### src/sv/pcmi_pkg.sv
// Shared types, constants and hash helper for the PCM16 stream inspector.
package pcmi_pkg;

    localparam int COUNT_BITS_DEF = 24;
    localparam int SUM_BITS       = 40;
    localparam int SEEN_BITS      = 24;
    localparam int TDATA_BITS     = 136;
    localparam int TUSER_BITS     = 2;

    localparam logic [31:0]        FNV_BASIS  = 32'h811C_9DC5;
    localparam logic signed [15:0] SAMPLE_MAX = 16'sh7FFF;
    localparam logic signed [15:0] SAMPLE_MIN = 16'sh8000;

    typedef struct packed {
        logic [7:0] data_byte;
        logic       start_req;
        logic       last;
    } in_item_t;

    typedef struct packed {
        logic                  sample_valid;
        logic [7:0]            duty_value;
        logic [31:0]           running_hash;
        logic signed [15:0]    min_sample;
        logic signed [15:0]    max_sample;
        logic [SUM_BITS-1:0]   abs_sum;
        logic [SEEN_BITS-1:0]  samples_seen;
        logic                  length_error;
    } result_t;

    // multiply by the FNV prime 16777619 = 2^24 + 403, 403 = 256+128+16+2+1
    function automatic logic [31:0] fnv_mul(input logic [31:0] h);
        fnv_mul = (h << 24) + (h << 8) + (h << 7) + (h << 4) + (h << 1) + h;
    endfunction

endpackage

### src/sv/pcmi_core.sv
// Inspector state registers and the per-byte update logic.
module pcmi_core #(
    parameter int COUNT_BITS = pcmi_pkg::COUNT_BITS_DEF
) (
    input  logic               aclk,
    input  logic               aresetn,
    input  logic               advance,
    input  pcmi_pkg::in_item_t item,
    output pcmi_pkg::result_t  res
);
    import pcmi_pkg::*;

    logic [31:0]           hash_reg, hash_next;
    logic [7:0]            hold_reg, hold_next;
    logic                  odd_reg, odd_next;
    logic signed [15:0]    min_reg, min_next;
    logic signed [15:0]    max_reg, max_next;
    logic [SUM_BITS-1:0]   sum_reg, sum_next;
    logic [COUNT_BITS-1:0] count_reg, count_next;

    // state as seen by this byte, after an optional start clear
    logic [31:0]           base_hash;
    logic [7:0]            base_hold;
    logic                  base_odd;
    logic signed [15:0]    base_min;
    logic signed [15:0]    base_max;
    logic [SUM_BITS-1:0]   base_sum;
    logic [COUNT_BITS-1:0] base_count;

    logic [15:0]           raw;
    logic signed [15:0]    smp;
    logic [16:0]           mag;
    logic [SUM_BITS:0]     sum_wide;
    logic [31:0]           count_ext;

    always_comb begin
        base_hash  = item.start_req ? FNV_BASIS  : hash_reg;
        base_hold  = item.start_req ? 8'd0       : hold_reg;
        base_odd   = item.start_req ? 1'b0       : odd_reg;
        base_min   = item.start_req ? SAMPLE_MAX : min_reg;
        base_max   = item.start_req ? SAMPLE_MIN : max_reg;
        base_sum   = item.start_req ? '0         : sum_reg;
        base_count = item.start_req ? '0         : count_reg;

        hash_next = fnv_mul(base_hash ^ {24'd0, item.data_byte});

        raw      = {item.data_byte, base_hold};
        smp      = signed'(raw);
        // |s| of a negative sample is 65536 - raw, which gives 32768 for -32768
        mag      = raw[15] ? 17'(17'h1_0000 - {1'b0, raw}) : {1'b0, raw};
        sum_wide = {1'b0, base_sum} + (SUM_BITS+1)'(mag);

        hold_next  = base_hold;
        odd_next   = base_odd;
        min_next   = base_min;
        max_next   = base_max;
        sum_next   = base_sum;
        count_next = base_count;

        res.sample_valid = 1'b0;
        res.duty_value   = 8'd0;

        if (!base_odd) begin
            hold_next = item.data_byte;
            odd_next  = 1'b1;
        end else begin
            odd_next = 1'b0;
            if (smp < base_min) begin
                min_next = smp;
            end
            if (smp > base_max) begin
                max_next = smp;
            end
            sum_next = sum_wide[SUM_BITS] ? {SUM_BITS{1'b1}} : sum_wide[SUM_BITS-1:0];
            if (base_count != {COUNT_BITS{1'b1}}) begin
                count_next = base_count + 1'b1;
            end
            res.sample_valid = 1'b1;
            res.duty_value   = {~raw[15], raw[14:8]};
        end

        count_ext = 32'(count_next);

        res.running_hash = hash_next;
        res.min_sample   = min_next;
        res.max_sample   = max_next;
        res.abs_sum      = sum_next;
        res.samples_seen = count_ext[SEEN_BITS-1:0];
        res.length_error = item.last & odd_next;
    end

    always_ff @(posedge aclk) begin
        if (!aresetn) begin
            hash_reg  <= FNV_BASIS;
            hold_reg  <= 8'd0;
            odd_reg   <= 1'b0;
            min_reg   <= SAMPLE_MAX;
            max_reg   <= SAMPLE_MIN;
            sum_reg   <= '0;
            count_reg <= '0;
        end else if (advance) begin
            hash_reg  <= hash_next;
            hold_reg  <= hold_next;
            odd_reg   <= odd_next;
            min_reg   <= min_next;
            max_reg   <= max_next;
            sum_reg   <= sum_next;
            count_reg <= count_next;
        end
    end

`ifndef NO_ASSERTIONS
    // with no samples counted, the statistics must still hold their cleared values
    a_empty_stats: assert property (@(posedge aclk) disable iff (!aresetn)
        count_reg == '0 |-> (min_reg == SAMPLE_MAX && max_reg == SAMPLE_MIN && sum_reg == '0))
        else $error("statistics not cleared while count is zero");

    a_min_le_max: assert property (@(posedge aclk) disable iff (!aresetn)
        count_reg != '0 |-> min_reg <= max_reg)
        else $error("min above max after a sample");

    a_count_moves: assert property (@(posedge aclk) disable iff (!aresetn)
        advance && res.sample_valid |=> count_reg != '0 && !odd_reg)
        else $error("completed sample not counted");
`endif

endmodule

### src/sv/pcmi_out_buf.sv
// Two-entry output buffer: registered result word plus a skid entry.
module pcmi_out_buf (
    input  logic              aclk,
    input  logic              aresetn,
    input  logic              in_valid,
    output logic              in_ready,
    input  pcmi_pkg::result_t in_data,
    output logic              out_valid,
    input  logic              out_ready,
    output pcmi_pkg::result_t out_data
);
    import pcmi_pkg::*;

    logic    main_valid_reg;
    logic    skid_valid_reg;
    result_t main_reg;
    result_t skid_reg;

    assign in_ready  = !skid_valid_reg;
    assign out_valid = main_valid_reg;
    assign out_data  = main_reg;

    always_ff @(posedge aclk) begin
        if (!aresetn) begin
            main_valid_reg <= 1'b0;
            skid_valid_reg <= 1'b0;
        end else if (out_ready || !main_valid_reg) begin
            main_valid_reg <= skid_valid_reg || in_valid;
            skid_valid_reg <= 1'b0;
        end else if (in_valid && !skid_valid_reg) begin
            skid_valid_reg <= 1'b1;
        end
    end

    always_ff @(posedge aclk) begin
        if (out_ready || !main_valid_reg) begin
            main_reg <= skid_valid_reg ? skid_reg : in_data;
        end else if (in_valid && !skid_valid_reg) begin
            skid_reg <= in_data;
        end
    end

endmodule

### src/sv/pcm16_stream_inspector.sv
// Top level of the PCM16 stream inspector: input register, update core, output buffer.
//
//  channel | dir | tdata                         | tuser                       | tlast
//  s_      | in  | [7:0] data_byte               | start_req                   | last
//  m_      | out | duty, hash, min, max, sum, n  | [0] sample_valid, [1] lerr  | -
//
// One byte per cycle while m_ is not stalled; each word passes the input and main registers.
// The hash, min/max, sum and count registers in the core update once for each byte advanced.
// Reset clears the state to the FNV basis and empty statistics; start_req does so per word.
// A stall on m_ fills the skid entry first; s_tready drops only when both stages are held.
module pcm16_stream_inspector #(
    parameter int COUNT_BITS = pcmi_pkg::COUNT_BITS_DEF
) (
    input  logic                              aclk,
    input  logic                              aresetn,
    input  logic                              s_tvalid,
    output logic                              s_tready,
    input  logic [7:0]                        s_tdata,  // [7:0] data_byte
    input  logic                              s_tuser,  // start_req
    input  logic                              s_tlast,  // last
    output logic                              m_tvalid,
    input  logic                              m_tready,
    // [7:0] duty_value, [39:8] running_hash, [55:40] min_sample, [71:56] max_sample,
    // [111:72] abs_sum, [135:112] samples_seen
    output logic [pcmi_pkg::TDATA_BITS-1:0]   m_tdata,
    output logic [pcmi_pkg::TUSER_BITS-1:0]   m_tuser   // [0] sample_valid, [1] length_error
);
    import pcmi_pkg::*;

    logic     in_valid_reg;
    in_item_t in_reg;
    logic     buf_ready;
    logic     advance;
    result_t  core_res;
    result_t  out_res;

    assign advance  = in_valid_reg && buf_ready;
    assign s_tready = !in_valid_reg || buf_ready;

    always_ff @(posedge aclk) begin
        if (!aresetn) begin
            in_valid_reg <= 1'b0;
        end else if (s_tready) begin
            in_valid_reg <= s_tvalid;
        end
    end

    always_ff @(posedge aclk) begin
        if (s_tready && s_tvalid) begin
            in_reg.data_byte <= s_tdata;
            in_reg.start_req <= s_tuser;
            in_reg.last      <= s_tlast;
        end
    end

    pcmi_core #(
        .COUNT_BITS(COUNT_BITS)
    ) u_core (
        .aclk   (aclk),
        .aresetn(aresetn),
        .advance(advance),
        .item   (in_reg),
        .res    (core_res)
    );

    pcmi_out_buf u_out_buf (
        .aclk     (aclk),
        .aresetn  (aresetn),
        .in_valid (in_valid_reg),
        .in_ready (buf_ready),
        .in_data  (core_res),
        .out_valid(m_tvalid),
        .out_ready(m_tready),
        .out_data (out_res)
    );

    assign m_tdata = {out_res.samples_seen, out_res.abs_sum, out_res.max_sample,
                      out_res.min_sample, out_res.running_hash, out_res.duty_value};
    assign m_tuser = {out_res.length_error, out_res.sample_valid};

endmodule
### config.mk
export PLATFORM = sky130hd
export DESIGN_NAME = pcm16_stream_inspector
export DESIGN_NICKNAME = d
export VERILOG_FILES = /design/src/sv/pcmi_pkg.sv /design/src/sv/pcmi_core.sv /design/src/sv/pcmi_out_buf.sv /design/src/sv/pcm16_stream_inspector.sv
export SDC_FILE = /design/constraint.sdc
export NUM_CORES = 1
export LEC_CHECK = 0
export BUFFER_PORTS_ARGS = -buffer_cell sky130_fd_sc_hd__buf_2
export CORE_MARGIN = 2
export CORE_UTILIZATION = 42
export CTS_BUF_LIST = sky130_fd_sc_hd__clkbuf_4 sky130_fd_sc_hd__clkbuf_8
export CTS_CLUSTER_DIAMETER = 60
export DETAILED_ROUTE_END_ITERATION = 8
export PLACE_DENSITY_LB_ADDON = 0.15
export SETUP_SLACK_MARGIN = 0.02
export SLEW_MARGIN = 20
export SYNTH_ARGS = -nofsm -noshare
export SYNTH_HDL_FRONTEND = slang
export SYNTH_SLANG_ARGS = --single-unit
### constraint.sdc
create_clock -name aclk -period 15.9 [get_ports aclk]
set_input_delay 0 -clock aclk [delete_from_list [all_inputs] [get_ports aclk]]
set_output_delay 0 -clock aclk [all_outputs]
set_load 0.01 [all_outputs]
==> results of run 1 <==
## area by class of cell
type,count,share of cell area (%)
Antenna cell,1,0.00921
Clock buffer,116,5.07
Clock inverter,23,0.585
Inverter,183,2.54
Multi-Input combinational cell,1569,42.6
Sequential cell,426,41.9
Tap cell,756,3.48
Timing Repair Buffer,185,3.81
## cell families (layout without fill, tap and decap cells)
kind of cell | count (synthesis) | count (layout)
xor+xnor | 116 | 116
mux | 135 | 135
fa+ha+maj | 185 | 185
simple gates | 686 | 686
other cells | 1 | 2
compound gates | 446 | 446
flops | 426 | 426
buf+inv | 297 | 507
## per-stage QoR
stage | instances | cell area, um^2 | util [%] | total power [mW] | worst slack [ps]
after detailed placement | 3107 | 25500 | 45.1 | 3.93 | 9850
after global placement | 3107 | 25500 | 45.1 | 3.90 | 10050
after global routing | 3259 | 27200 | 48.1 | 5.36 | 9360
final | 3259 | 27200 | 48.1 | 4.96 | 9730
after CTS | 3258 | 27200 | 48.1 | 5.02 | 9750
after floorplan | 2292 | 24100 | - | 3.29 | 4270
## critical path, delay by kind of cell, from the launching register on
| family | cells | cell delay [ps] |
|---|---|---|
| AO/OA/AOI/OAI | 7 | 1890 |
| flip-flops | 1 | 360 |
| XOR/XNOR | 2 | 730 |
| adder cells (fa/ha/maj) | 4 | 1890 |
| buffers and inverters | 3 | 780 |
| AND/OR/NAND/NOR | 1 | 160 |
## worst min path at each step
stage                    start   endpoint  slack, ps
floorplan              s_tlast  in_reg[0]        100
global placement    s_tdata[1]  in_reg[3]        210
detailed placement  s_tdata[3]  in_reg[5]        200
CTS                 s_tdata[5]  in_reg[7]         10
global route        s_tdata[5]  in_reg[7]         50
finish              s_tdata[5]  in_reg[7]         80
## per-layer routing
metal	vias to the layer above	track usage [%]	wire [um]	share of wire, %
li1	8423	-	-	-
met1	8695	29.3	28300	44
met2	502	34.6	30300	47
met3	96	4.17	3820	6.0
met4	0	6.96	1500	2.3
met5	-	0	0	0
## repair_timing
action / CTS / global route
hold buffers: 12 / 0
hold endpoints to repair: 34 / 0
setup buffers: 0 / 0
## power by group through the flow
stage	clock network, mW	registers (mW)	logic, mW
global placement	0	1.55	2.35
global route	1.13	1.54	2.69
finish	1.05	1.53	2.39
CTS	1.08	1.53	2.41
floorplan	0	1.56	1.72
detailed placement	0	1.55	2.38
## cells in the final DEF (no fill, tap or decap), types with 13 or more instances in the layout
cell,n
edfxtp_1,286
nand2_1,228
inv_1,179
nor2_1,158
buf_2,153
dfxtp_1,139
o21ai_0,118
ha_1,117
a21oi_1,104
xnor2_1,90
mux2_2,86
clkbuf_8,81
fa_1,68
nand3_1,64
nor2b_1,48
mux2i_1,48
nor3_1,36
clkbuf_4,35
a21o_1,32
o31ai_1,26
nand4_1,26
xor2_1,25
or2_2,24
buf_4,20
o21a_1,17
nand2b_1,16
o211ai_1,15
o22a_1,15
and3_1,13
a211oi_1,13
==> flow_metrics.tcl, run 1 <==
set metrics [dict create \
    hold_depth 2 \
    grt_pass1_vias 17500 \
    synthFlopType "edfxtp_1" \
    post-dp-hpwl_um 43700 \
    multiInputGateArea_um2 11600 \
    remaining_drc_errors 0 \
    coreArea_um2 56500 \
    cts_made_buffers 77 \
    p_int_mw 2.99 \
    skew_ps 54.2 \
    fill_cells 5234 \
    placementRows 87 \
    cp.arrival_ps 6530 \
    comb_power_share_pct 48.1 \
    vias 17700 \
    outcome "completed" \
    dieArea_um2 59200 \
    wire_per_inst_um 19.6 \
    min_path_type "input pin to flip-flop" \
    drive_gt1_share_pct 18.1 \
    slew_headroom_pct 27.1 \
    clock_path_buffers 3 \
    synthXorXnorAreaFrac_pct 4.25 \
    clock.fmax_mhz 162 \
    cts-root-buf "clkbuf_8" \
    p_per_area_nw_per_um2 183 \
    final-seq-area_um2 11400 \
    max_slew.worst_pin.slew_ps 1090 \
    io_pins 154 \
    synthesis.nets 2491 \
    cp-end-kind "flip-flop" \
    nets 2641 \
    crit_slowest_cell "a211oi_1" \
    io_buffers 153 \
    grt_max_degree 77 \
    p_clk_share_pct 21.1 \
    worstSetupPathType "flip-flop to flip-flop" \
    period_minus_slack_ps 6170 \
    grt_pass1_wl_um 100000 \
    synth_edf_count 286 \
    rrSetupSlack_ps 9730 \
    die_y_um 243 \
    cp_cell_sequence "buf_4 > nor2_1 > xnor2_2 > fa_1 > inv_1 > fa_1 > fa_1 > inv_1 > ha_1 > a21oi_1 > o21ai_0 > a2111oi_0 > a211oi_1 > a211oi_1 > o21bai_1 > xnor2_1 > o21ai_0" \
    path_common_cell "fa_1" \
    rr_startpoint "in_reg[1]" \
    max_stage_delay_ps 720 \
    finalWeightedCongestion 0.876 \
    maxCapViolCount 0 \
    syn2layout_area_growth_pct 12.9 \
    synthTopCellsByCount "286 x edfxtp_1, 229 x nand2_1, 180 x inv_1" \
    netlist_instances 2292 \
    setup_viol 0 \
    reg2reg_depth 17 \
    worstPathMaxFanout 70 \
    grt_setup_unrepaired "no" \
    ys_seq_area_share_pct 47.3 \
    clock_sinks 426 \
    seqPwrFrac_pct 30.8 \
    gr-total-overflow 0 \
    via_per_inst 5.44 \
    ant_nets 0 \
    yosys-top-cells-area "edfxtp_1 36%, dfxtp_1 12%, ha_1 6.1%, fa_1 5.7%, mux2_2 4.0%" \
    yosysWarnings 0 \
    synth_fa_ha_area_share_pct 11.7 \
    die_x_um 243 \
    track_usage_pct 21.5 \
    cp-start-kind "flip-flop" \
    synthMuxAreaShare_pct 6.08 \
    clock_latency_ps 690 \
    cts_resized 0 \
    yosys.area_share.simple_pct 13.7 \
    synth_compound_area_share_pct 12.1 \
    period_share_pct 38.8 \
    cp-endpoint "u_out_buf.out_data[127]" \
    drt_wl_total_um 64000 \
    cts_tree "yes" \
    worst_hold_slack_ps 77.2 \
    antenna_found_initial 3 \
    synth_area_um2 24100 \
    synth_top_family_by_area "simple AND/OR/NAND/NOR gates" \
    ys_seq_elements 426 \
    slew_violations 0 \
    synth_most_common_cell "edfxtp_1" \
    start_util_pct 42.6 \
    synthArstFlopShare_pct 0 \
    irDropWorstVdd_uv 192 \
    cp-startpoint "in_reg[1]" \
    syn_area_per_cell_um2 10.5 \
    reg2reg_to "u_out_buf.out_data[127]" \
    swShare_pct 39.7 \
    leakage_nw 11.1 \
    final.setup.tns_ps 0 \
    yosysTopAreaCell "edfxtp_1" \
    drtPass1Iterations 5 \
    timing.final.hold_violations 0 \
    htreeDepth 3 \
    drt_iter0_markers 1353 \
    synth_top_area_share_pct 35.7 \
    clk_pin_slew_ps 60 \
    p_switching_mw 1.97 \
    synthDistinctLibCells 85 \
    cp.required_ps 16260 \
]
Power figures use the tool's default switching activity.
==> run 2: changes to the inputs <==
==> constraint.sdc (replaced) <==
create_clock -name aclk -period 5.7 [get_ports aclk]
set_input_delay 0 -clock aclk [delete_from_list [all_inputs] [get_ports aclk]]
set_output_delay 0 -clock aclk [all_outputs]
set_load 0.01 [all_outputs]
==> run 2 against run 1 <==
Effect of this change: flip-flop and latch count is the same; first-iteration DRC count decreased by 18%; cell area grew 1.6%; utilization rose by 0.78 points; routed wire length increased by 2.0%; register-to-register slack worse by 9400 ps; critical path type unchanged.
==> flow_metrics.tcl, run 2 (synthesis results as in run 1) <==
set metrics [dict create \
    wire_per_inst_um 19.8 \
    die_x_um 243 \
    hold_depth 2 \
    htreeDepth 3 \
    drt_wl_total_um 65200 \
    dieArea_um2 59200 \
    leakage_nw 11.4 \
    maxCapViolCount 0 \
    cp.arrival_ps 5810 \
    rrSetupSlack_ps 310 \
    drive_gt1_share_pct 19.6 \
    vias 17800 \
    grt_pass1_vias 17800 \
    clock_latency_ps 680 \
    syn2layout_area_growth_pct 14.7 \
    via_per_inst 5.41 \
    reg2reg_to "u_out_buf.out_data[126]" \
    cts_made_buffers 76 \
    ant_nets 0 \
    outcome "completed" \
    finalWeightedCongestion 0.885 \
    io_buffers 153 \
    cp-start-kind "flip-flop" \
    start_util_pct 42.6 \
    clk_pin_slew_ps 60 \
    slew_headroom_pct 33.0 \
    clock.fmax_mhz 185 \
    skew_ps 39.7 \
    drtPass1Iterations 6 \
    worstSetupPathType "flip-flop to flip-flop" \
    drt_iter0_markers 1105 \
    timing.final.hold_violations 0 \
    post-dp-hpwl_um 44300 \
    reg2reg_depth 19 \
    cts_tree "yes" \
    period_share_pct 94.6 \
    coreArea_um2 56500 \
    cp-end-kind "flip-flop" \
    die_y_um 243 \
    track_usage_pct 22.0 \
    antenna_found_initial 3 \
    setup_viol 0 \
    min_path_type "input pin to flip-flop" \
    slew_violations 0 \
    period_minus_slack_ps 5390 \
    p_per_area_nw_per_um2 521 \
    nets 2678 \
    remaining_drc_errors 0 \
    grt_pass1_wl_um 102000 \
    placementRows 87 \
    rr_startpoint "in_reg[1]" \
    min-delay-start "s_tdata[4]" \
    holdPathEnd "in_reg[6]" \
    grt_max_degree 175 \
    gr-total-overflow 0 \
    grt_setup_unrepaired "no" \
    worstPathMaxFanout 8 \
    io_pins 154 \
    layout_common_cells "286 x edfxtp_1, 228 x nand2_1, 178 x inv_1, 158 x nor2_1, 153 x buf_2" \
    irDropWorstVdd_uv 494 \
    clock_path_buffers 3 \
    final_common_cell "edfxtp_1" \
    power_mw 14.4 \
    cp.required_ps 6110 \
    clock_sinks 426 \
    final.setup.tns_ps 0 \
    cts-root-buf "clkbuf_8" \
    max_slew.worst_pin.slew_ps 1000 \
]
==> run 2: cell types whose count changed in the layout (fill, tap and decap cells not counted), moves of 3 or more <==
cell       previous run  this run
xnor2_2               1         4
buf_4                20        53
xnor2_1              90        87
clkinv_2              7        11
bufinv_16             2         5
clkbuf_4             35        25
==> run 2: cell type report <==
cell class / instances / area (um^2)
Timing Repair Buffer: 223 / 1360
Inverter: 183 / 689
Sequential cell: 426 / 11400
Antenna cell: 1 / 2.50
Clock inverter: 33 / 297
Tap cell: 756 / 946
Clock buffer: 108 / 1330
Fill cell: 5190 / 28900
Multi-Input combinational cell: 1569 / 11600
==> run 2: worst max-delay path by stage <==
stage	startpoint	end	cells after the start	slack, ps
2_1_floorplan	in_reg[1]	u_out_buf.out_data[125]	21	50
3_3_place_gp	in_reg[1]	u_out_buf.out_data[125]	17	320
3_5_place_dp	in_reg[1]	u_out_buf.out_data[125]	19	100
4_1_cts	in_reg[1]	u_out_buf.out_data[125]	19	90
5_1_grt	in_reg[1]	u_out_buf.out_data[40]	20	10
6_report	in_reg[1]	u_out_buf.out_data[126]	19	310
==> run 2: power breakdown <==
part	switching (mW)	total (mW)	internal, mW
sequential	0.135	4.25	4.12
combinational	4.28	7.06	2.77
clock	1.33	3.07	1.74
==> run 2: through the flow <==
stage,hold slack [ps],worst slack (ps),std cells,cell area [um^2],utilization [%]
final,63.2,309,3299,27600,48.9
after floorplan,98.9,49.6,2292,24100,-
after global placement,212,321,3140,25800,45.6
after detailed placement,191,96.7,3140,25800,45.6
after global routing,55.9,13.2,3299,27600,48.9
after CTS,12.6,86.1,3294,27500,48.7
==> run 2: worst max-delay path, stage by stage, from the launching register on <==
cell,delay [ps]
edfxtp_1,420
buf_4,150
inv_2,40
buf_4,160
nand2_1,110
inv_1,140
fa_1,570
inv_1,70
fa_1,530
fa_1,560
inv_1,40
ha_1,370
and4_1,310
and4_1,300
nand2_1,110
a31oi_1,310
o21ai_0,240
a21oi_1,300
xor2_1,130
mux2_2,270
==> run 2: layer usage <==
layer	global-route usage, %	up-vias	part of all wire, %
li1	-	8523	-
met1	29.2	8706	44
met2	35.3	489	47
met3	4.05	115	5.4
met4	9.00	0	3.3
met5	0	-	0
==> run 2: repair_timing <==
action | CTS | global route
resized for setup | 1 | 10
hold buffers | 13 | 0
setup buffers | 0 | 3
cloned | 0 | 1
hold endpoints to repair | 40 | 0
setup endpoints to repair | 1 | 41
